**src/rtl/core/b32d_pkg.sv**
```systemverilog
// Shared types, constants and the alphabet decode function for the Base32 decoder.
package b32d_pkg;

    localparam logic [7:0] PAD_CHAR   = 8'h3D;  // '='
    localparam logic [4:0] DIGIT_BASE = 5'd26;
    localparam logic [7:0] CHAR_UC_A  = 8'h41;
    localparam logic [7:0] CHAR_UC_Z  = 8'h5A;
    localparam logic [7:0] CHAR_LC_A  = 8'h61;
    localparam logic [7:0] CHAR_LC_Z  = 8'h7A;
    localparam logic [7:0] CHAR_DIG_2 = 8'h32;
    localparam logic [7:0] CHAR_DIG_7 = 8'h37;

    // Default depth of the result queue; it must be at least two.
    localparam int RESULT_QUEUE_DEPTH = 4;

    typedef enum logic [1:0] {
        ST_OK       = 2'd0,
        ST_BAD_CHAR = 2'd1,
        ST_BAD_LEN  = 2'd2
    } t_status;

    typedef struct packed {
        logic [7:0] data_byte;
        logic       end_of_string;
        t_status    status;
    } t_result;

    // Up to two results written in one cycle; first goes ahead of second.
    typedef struct packed {
        logic [1:0] num;
        t_result    first;
        t_result    second;
    } t_qpush;

    typedef struct packed {
        logic       is_sym;
        logic [4:0] value;
    } t_sym;

    function automatic t_sym sym_decode(input logic [7:0] c);
        t_sym       s;
        logic [7:0] d;
        s = '0;
        d = '0;
        if (c >= CHAR_UC_A && c <= CHAR_UC_Z) begin
            d = c - CHAR_UC_A;
            s.is_sym = 1'b1;
            s.value  = d[4:0];
        end else if (c >= CHAR_LC_A && c <= CHAR_LC_Z) begin
            d = c - CHAR_LC_A;
            s.is_sym = 1'b1;
            s.value  = d[4:0];
        end else if (c >= CHAR_DIG_2 && c <= CHAR_DIG_7) begin
            d = c - CHAR_DIG_2;
            s.is_sym = 1'b1;
            s.value  = d[4:0] + DIGIT_BASE;
        end
        return s;
    endfunction

endpackage

```
**src/rtl/core/b32d_result_queue.sv**
```systemverilog
// Small result queue that takes up to two results per cycle and gives one per transaction.
module b32d_result_queue #(
    parameter int Depth = b32d_pkg::RESULT_QUEUE_DEPTH
) (
    input  logic              i_clk,
    input  logic              i_rst_n,
    input  b32d_pkg::t_qpush  i_push,
    output logic              o_room2,
    output logic              o_valid,
    input  logic              i_stall,
    output b32d_pkg::t_result o_res
);

    localparam int PtrW = (Depth > 1) ? $clog2(Depth) : 1;
    localparam int CntW = $clog2(Depth + 1);
    localparam logic [PtrW-1:0] LastIdx = PtrW'(Depth - 1);
    localparam logic [CntW-1:0] CntRoom = CntW'(Depth - 2);

    b32d_pkg::t_result r_mem [Depth];
    logic [PtrW-1:0]   r_wr_ptr, n_wr_ptr;
    logic [PtrW-1:0]   r_rd_ptr, n_rd_ptr;
    logic [CntW-1:0]   r_count, n_count;
    logic [PtrW-1:0]   wr_ptr1;
    logic              pop;

    function automatic logic [PtrW-1:0] ptr_inc(input logic [PtrW-1:0] p);
        return (p == LastIdx) ? '0 : p + 1'b1;
    endfunction

    assign o_valid = (r_count != '0);
    assign o_room2 = (r_count <= CntRoom);
    assign o_res   = r_mem[r_rd_ptr];
    assign pop     = o_valid && !i_stall;
    assign wr_ptr1 = ptr_inc(r_wr_ptr);

    always_comb begin
        n_wr_ptr = r_wr_ptr;
        if (i_push.num == 2'd1) begin
            n_wr_ptr = wr_ptr1;
        end else if (i_push.num == 2'd2) begin
            n_wr_ptr = ptr_inc(wr_ptr1);
        end
        n_rd_ptr = pop ? ptr_inc(r_rd_ptr) : r_rd_ptr;
        n_count  = r_count + CntW'(i_push.num) - CntW'(pop);
    end

    always_ff @(posedge i_clk) begin
        if (!i_rst_n) begin
            r_wr_ptr <= '0;
            r_rd_ptr <= '0;
            r_count  <= '0;
        end else begin
            r_wr_ptr <= n_wr_ptr;
            r_rd_ptr <= n_rd_ptr;
            r_count  <= n_count;
        end
    end

    always_ff @(posedge i_clk) begin
        if (i_push.num != 2'd0) begin
            r_mem[r_wr_ptr] <= i_push.first;
        end
        if (i_push.num == 2'd2) begin
            r_mem[wr_ptr1] <= i_push.second;
        end
    end

    // The queue never holds more results than it has entries.
    a_count_bound: assert property (@(posedge i_clk) disable iff (!i_rst_n)
        r_count <= CntW'(Depth))
        else $error("result queue overfilled");

    // Writes only arrive when the producer was told there is room for two.
    a_push_room: assert property (@(posedge i_clk) disable iff (!i_rst_n)
        (i_push.num != 2'd0) |-> o_room2)
        else $error("result queue written without room");

endmodule

```
**src/rtl/core/base32_decoder.sv**
```systemverilog
// Top level of the streaming Base32 decoder: character decode, bit packing and result queue.
//
//  Channel   Direction  Handshake            Payload
//  --------  ---------  -------------------  ----------------------------------------
//  input     in         i_valid / o_stall    i_ch, i_has_char, i_is_last
//  result    out        o_valid / i_stall    o_data_byte, o_end_of_string, o_status
//
// One character transaction is taken per cycle while o_stall is low. Its decode, the
// five-bit append to the accumulator and the byte extraction are done in the cycle of
// acceptance, and the results go into the result queue, whose head is the output register.
// A character can cause two results (its data byte and the closing status), so the
// result channel moves at most one per cycle; o_stall rises while the queue has fewer
// than two free entries. Reset is synchronous and clears all string state and the queue.
module base32_decoder #(
    parameter int QueueDepth = b32d_pkg::RESULT_QUEUE_DEPTH
) (
    input  logic       i_clk,
    input  logic       i_rst_n,
    input  logic       i_valid,
    output logic       o_stall,
    input  logic [7:0] i_ch,
    input  logic       i_has_char,
    input  logic       i_is_last,
    output logic       o_valid,
    input  logic       i_stall,
    output logic [7:0] o_data_byte,
    output logic       o_end_of_string,
    output logic [1:0] o_status
);

    // String state. Only the low r_bit_count bits of the accumulator are pending data.
    logic [11:0]       r_acc, n_acc;
    logic [3:0]        r_bit_count, n_bit_count;
    logic [2:0]        r_phase, n_phase;
    logic              r_pad_seen, n_pad_seen;
    b32d_pkg::t_status r_err, n_err;

    logic              accept;
    logic              room2;
    b32d_pkg::t_sym    sym;
    logic              is_pad;
    logic              is_data;
    logic              is_bad;
    logic              do_pack;
    logic              emit;
    logic [11:0]       acc_shift;
    logic [3:0]        cnt_sum;
    logic [3:0]        byte_shift;
    logic [11:0]       acc_aligned;
    logic [7:0]        out_byte;
    b32d_pkg::t_status end_status;
    b32d_pkg::t_result byte_res;
    b32d_pkg::t_result stat_res;
    b32d_pkg::t_qpush  push;
    b32d_pkg::t_result head;

    assign o_stall = !room2;
    assign accept  = i_valid && room2;

    always_comb begin
        sym     = b32d_pkg::sym_decode(i_ch);
        is_pad  = i_has_char && (i_ch == b32d_pkg::PAD_CHAR);
        // An alphabet character after padding counts as an invalid character.
        is_data = i_has_char && sym.is_sym && !r_pad_seen;
        is_bad  = i_has_char && !is_pad && !is_data;
        // Once an error is recorded, characters are only checked, not unpacked.
        do_pack = is_data && (r_err == b32d_pkg::ST_OK);

        acc_shift   = {r_acc[6:0], sym.value};
        cnt_sum     = r_bit_count + 4'd5;
        emit        = do_pack && (cnt_sum >= 4'd8);
        byte_shift  = cnt_sum - 4'd8;
        acc_aligned = acc_shift >> byte_shift;
        out_byte    = acc_aligned[7:0];

        n_acc       = r_acc;
        n_bit_count = r_bit_count;
        if (do_pack) begin
            n_acc       = acc_shift;
            n_bit_count = emit ? byte_shift : cnt_sum;
        end
        n_phase    = r_phase + 3'(is_data);
        n_pad_seen = r_pad_seen || is_pad;
        n_err      = r_err;
        if (is_bad && (r_err == b32d_pkg::ST_OK)) begin
            n_err = b32d_pkg::ST_BAD_CHAR;
        end

        // A data-character count of one, three or six modulo eight cannot end a string.
        end_status = n_err;
        if ((n_err == b32d_pkg::ST_OK) &&
            ((n_phase == 3'd1) || (n_phase == 3'd3) || (n_phase == 3'd6))) begin
            end_status = b32d_pkg::ST_BAD_LEN;
        end

        byte_res.data_byte     = out_byte;
        byte_res.end_of_string = 1'b0;
        byte_res.status        = b32d_pkg::ST_OK;
        stat_res.data_byte     = '0;
        stat_res.end_of_string = 1'b1;
        stat_res.status        = end_status;

        push.num    = 2'd0;
        push.first  = stat_res;
        push.second = stat_res;
        if (accept) begin
            push.num   = 2'(emit) + 2'(i_is_last);
            push.first = emit ? byte_res : stat_res;
        end
    end

    always_ff @(posedge i_clk) begin
        if (!i_rst_n) begin
            r_acc       <= '0;
            r_bit_count <= '0;
            r_phase     <= '0;
            r_pad_seen  <= 1'b0;
            r_err       <= b32d_pkg::ST_OK;
        end else if (accept) begin
            if (i_is_last) begin
                // The status closes the string; the next one starts from clean state.
                r_acc       <= '0;
                r_bit_count <= '0;
                r_phase     <= '0;
                r_pad_seen  <= 1'b0;
                r_err       <= b32d_pkg::ST_OK;
            end else begin
                r_acc       <= n_acc;
                r_bit_count <= n_bit_count;
                r_phase     <= n_phase;
                r_pad_seen  <= n_pad_seen;
                r_err       <= n_err;
            end
        end
    end

    b32d_result_queue #(
        .Depth(QueueDepth)
    ) u_queue (
        .i_clk  (i_clk),
        .i_rst_n(i_rst_n),
        .i_push (push),
        .o_room2(room2),
        .o_valid(o_valid),
        .i_stall(i_stall),
        .o_res  (head)
    );

    assign o_data_byte     = head.data_byte;
    assign o_end_of_string = head.end_of_string;
    assign o_status        = head.status;

    // Fewer than eight bits stay pending between transactions.
    a_bits_pending: assert property (@(posedge i_clk) disable iff (!i_rst_n)
        r_bit_count < 4'd8)
        else $error("bit count out of range");

    // A data-byte result always carries an ok status.
    a_byte_status: assert property (@(posedge i_clk) disable iff (!i_rst_n)
        (o_valid && !o_end_of_string) |-> (o_status == 2'(b32d_pkg::ST_OK)))
        else $error("data byte with non-ok status");

    // A closing status result carries a zero data byte.
    a_status_byte: assert property (@(posedge i_clk) disable iff (!i_rst_n)
        (o_valid && o_end_of_string) |-> (o_data_byte == 8'd0))
        else $error("status result with nonzero byte");

    // Once an error is recorded, no more data bytes are produced for the string.
    a_no_byte_after_err: assert property (@(posedge i_clk) disable iff (!i_rst_n)
        (r_err != b32d_pkg::ST_OK) |-> !emit)
        else $error("data byte after error");

endmodule
```
**config.mk**
```make
export PLATFORM = sky130hd
export DESIGN_NAME = base32_decoder
export DESIGN_NICKNAME = d
export VERILOG_FILES = /design/src/rtl/core/b32d_pkg.sv /design/src/rtl/core/b32d_result_queue.sv /design/src/rtl/core/base32_decoder.sv
export SDC_FILE = /design/constraint.sdc
export NUM_CORES = 1
export LEC_CHECK = 0
export BUFFER_PORTS_ARGS = -buffer_cell sky130_fd_sc_hd__buf_2
export CAP_MARGIN = 20
export CORE_UTILIZATION = 45
export CTS_CLUSTER_SIZE = 16
export DETAILED_ROUTE_END_ITERATION = 10
export HOLD_SLACK_MARGIN = 0.06
export PLACE_DENSITY = 0.63
export REMOVE_ABC_BUFFERS = 1
export SLEW_MARGIN = 30
export SYNTH_ARGS = -nofsm -noshare
export SYNTH_HDL_FRONTEND = slang
export SYNTH_SLANG_ARGS = --single-unit
```
**constraint.sdc**
```tcl
create_clock -name i_clk -period 5.5 [get_ports i_clk]
set_input_delay 0.825 -clock i_clk [delete_from_list [all_inputs] [get_ports i_clk]]
set_output_delay 0.825 -clock i_clk [all_outputs]
set_load 0.01 [all_outputs]
```
==> summary.md <==
| Metric | Value |
|---|---|
| Hold Path End | u_queue.r_mem[0][9] |
| Simple-gate share of the synthesized area | 21.2% |
| Synthesis-stage register bit count | 70 |
| DR iter-0 viols | 223 |
| Worst-Margin Slew | 0.933 ns |
| Antenna violations before repair | 0 |
| Sum Neg Setup Slack | 0 ns |
| Chip Width | 98.1 microns |
| Slew HR | 37.6% |
| Maximum vdd ir drop | 239 uV |
| Most frequent cell after synthesis | nand2_1 |
| Netlist cell types | 71 |
| Yosys Warn Count | 0 |
| CTS resizes | 0 |
| Max FO, Critical Path | 9 |
| Slowest stage delay, CP | 0.43 ns |
| Setup bufs post-CTS | 0 |
| FF-to-FF Start | r_bit_count[0] |
| FFs w/ async S/R, synth | 0% |
| Worst min-delay path class | register to register |
| CTS Sinks | 70 |
| RSZ-0062 raised after global routing | false |
| Kind of end point of the critical path | register |
| Worst-path cell chain | buf_2 > inv_1 > ha_1 > or3b_4 > o31ai_4 > o21ai_2 > o21ai_2 > nor2_1 > ha_1 > nand2_1 > ha_1 > nor2b_1 > nand2_1 > or3_1 > o21ai_1 |
| Sequential share of the synthesized area | 35.6% |
| XOR/XNOR share of the synthesized area | 1.69% |
| Area of the die | 9620 sq um |
| Maximum clock insertion buffer count | 2 |
| DRC Markers | 1 |
| Vias per inst | 5.72 |
| Finished Layout Cells | 583 |
| Adder-Cell Fraction of Synth Area | 7.41% |
| Reg2reg end | u_queue.r_mem[2][5] |
| First-pass GRT wire length | 16000 microns |
| Minimum clock period | 3.79 ns |
| Worst Slack Setup Final | 1.71 ns |
| Util after Layout | 51.2% |
| R2R cell count | 10 |
| Hold Startpoint | u_queue.r_mem[0][9] |
| Fin. max-slew vios | 0 |
| R2R Setup Slk | 2.37 ns |
| Nets | 508 |
| GP Congestion | 0.887 |
| Drt first pass iters | 8 |
| Synth Flop Type | dfxtp_1 |
| Hold-fix buffers, CTS | 0 |
| Max cap viols | 0 |
| # setup viols final | 0 |
| Static Leak | 1.74 nW |
| Initial Utilization | 47.0% |
| Post-route ant nets | 0 |
| CTS buffer count | 9 |
| Die Ht | 98.1 microns |
| Reg clk slew, reported paths | 0.09 ns |
| # port buffers | 26 |
| Placement Setup Slack | 1.37 ns |
| Largest net degree at the start of global routing | 20 |
| Failing checks | design-rule violations |
| Mapped Cells | 454 |
| Cells after DPL | 567 |
| Core Region | 8850 sq um |
| Final Cycle Share | 68.9% |
| Via count | 3336 |
| Largest cells by area after synthesis | dfxtp_1, ha_1, nand2_1 |
| CTS tree | built |
| Final hold viol count | 0 |
| Slowest-stage cell, CP | nor2b_1 |
| ANT cells | 0 |
| Vias in the first global route | 3205 |
| Gr usage total | 21.4% |
| WHS Path Cells | 2 |
| Post-synth top area share | 29.9% |
| Status | finished with violations |
| Nature of the critical path startpoint | input pin |
| Avg Cell Area, Syn | 9.16 sq um |
| WL/cell | 16.6 microns |
| Peak Freq | 264 MHz |
| Syn Std Cell Area | 4160 sq um |
| Main combinational cell family by area after synthesis | simple AND/OR/NAND/NOR gates |
| Synth-to-layout area growth | 8.97% |
| Critical Setup Path Class | input pin to register |
| Crit path required time | 5.79 ns |
| Routed wire length | 9670 microns |
| Multiplexer share of the synthesized area | 9.84% |
| DP HPWL | 7280 microns |
| P per Cell Area | 312 nW/um^2 |
| Post-synthesis compound-gate area fraction | 19.5% |
| Clock Skew | 0.0119 ns |
| Yosys top cell by area | dfxtp_1 |
| WHS | 0.460 ns |
| Arr. time, crit path | 4.08 ns |
| # IOs | 27 |
| Global route overflow | 0 |
| H-tree Lvls | 3 |
| Rows | 34 |
| EDFF count, synth | 8 |
| CP dominant cell by count | ha_1 |
| Clk_lat worst skew | 0.36 ns |
| Layout cells sized above 1 | 18.3% |
| Root Driver | clkbuf_8 |
| Post-synth top cells | nand2_1, dfxtp_1, nor2_1 |
==> per-layer routing <==
layer  vias to the layer above  track usage [%]  part of all wire, %
met5                         -                0                    0
met4                         0             8.86                  1.9
met3                        17             4.08                  5.5
met2                        97             33.0                   46
met1                      1585             29.4                   47
li1                       1637                -                    -
==> layout by cell type, fill, tap and decap left out, types with 6 or more instances in the layout <==
cell type  instances
nand2_1           70
dfxtp_1           62
nor2_1            45
buf_2             26
a21oi_1           24
ha_1              23
inv_1             22
nand2b_1          12
nor2b_1           11
and2_1            11
mux4_2            11
o21ai_1            9
mux2_2             9
o41ai_1            9
clkbuf_8           9
a22o_1             8
edfxtp_1           8
o21ai_0            7
nor3_1             7
nand3_1            6
mux2i_1            6
==> logic make-up after synthesis <==
family / after synthesis
adder cells (fa/ha/maj): 24
multiplexers: 26
flip-flops: 70
AND/OR/NAND/NOR: 181
XOR/XNOR: 8
AO/OA/AOI/OAI: 102
buffers and inverters: 43
==> through the flow <==
stage	power (mW)	instance area, sq um
2_1_floorplan	0.856	4040
3_3_place_gp	0.947	4310
3_5_place_dp	0.956	4310
4_1_cts	1.42	4530
5_1_grt	1.50	4530
6_report	1.41	4530
==> flip-flops by register name (all words and copies together), names as in the netlist, named ones only <==
signal / cells
u_queue.r_mem: 44
r_acc: 7
r_bit_count: 4
r_phase: 3
u_queue.r_count: 3
r_err: 2
u_queue.r_rd_ptr: 2
u_queue.r_wr_ptr: 2
r_pad_seen: 1
==> worst max-delay path: cells and delay by family <==
| kind | cells | cell delay [ns] |
|---|---|---|
| adders and majority gates | 3 | 0.77 |
| AOI/OAI and AO/OA | 4 | 0.68 |
| and+or+nand+nor | 6 | 1.56 |
| buffers and inverters | 2 | 0.24 |
==> layout make-up <==
class | instances | area, sq um
multi-input combinational | 341 | 2480
clock inverter | 6 | 75.1
fill | 843 | 4320
sequential | 70 | 1480
clock buffer | 10 | 149
inverter | 22 | 82.6
tap | 108 | 135
timing repair buffer | 26 | 130
==> worst max-delay path by stage <==
stage	from	endpoint	cells after the start
6_report	i_ch[0]	u_queue.r_mem[2][5]	15
5_1_grt	i_ch[3]	u_queue.r_mem[2][5]	15
2_1_floorplan	i_ch[0]	u_queue.r_mem[2][5]	14
3_5_place_dp	i_ch[0]	u_queue.r_mem[2][5]	15
3_3_place_gp	i_ch[0]	u_queue.r_mem[0][5]	15
4_1_cts	i_ch[0]	u_queue.r_mem[2][5]	15
==> where the power goes <==
part | leakage, nW | switching [mW] | internal (mW)
clock | 0.111 | 0.224 | 0.244
combinational | 1.06 | 0.194 | 0.151
sequential | 0.571 | 0.0457 | 0.554
total | 1.74 | 0.464 | 0.949
(Power assumes the default switching activity.)
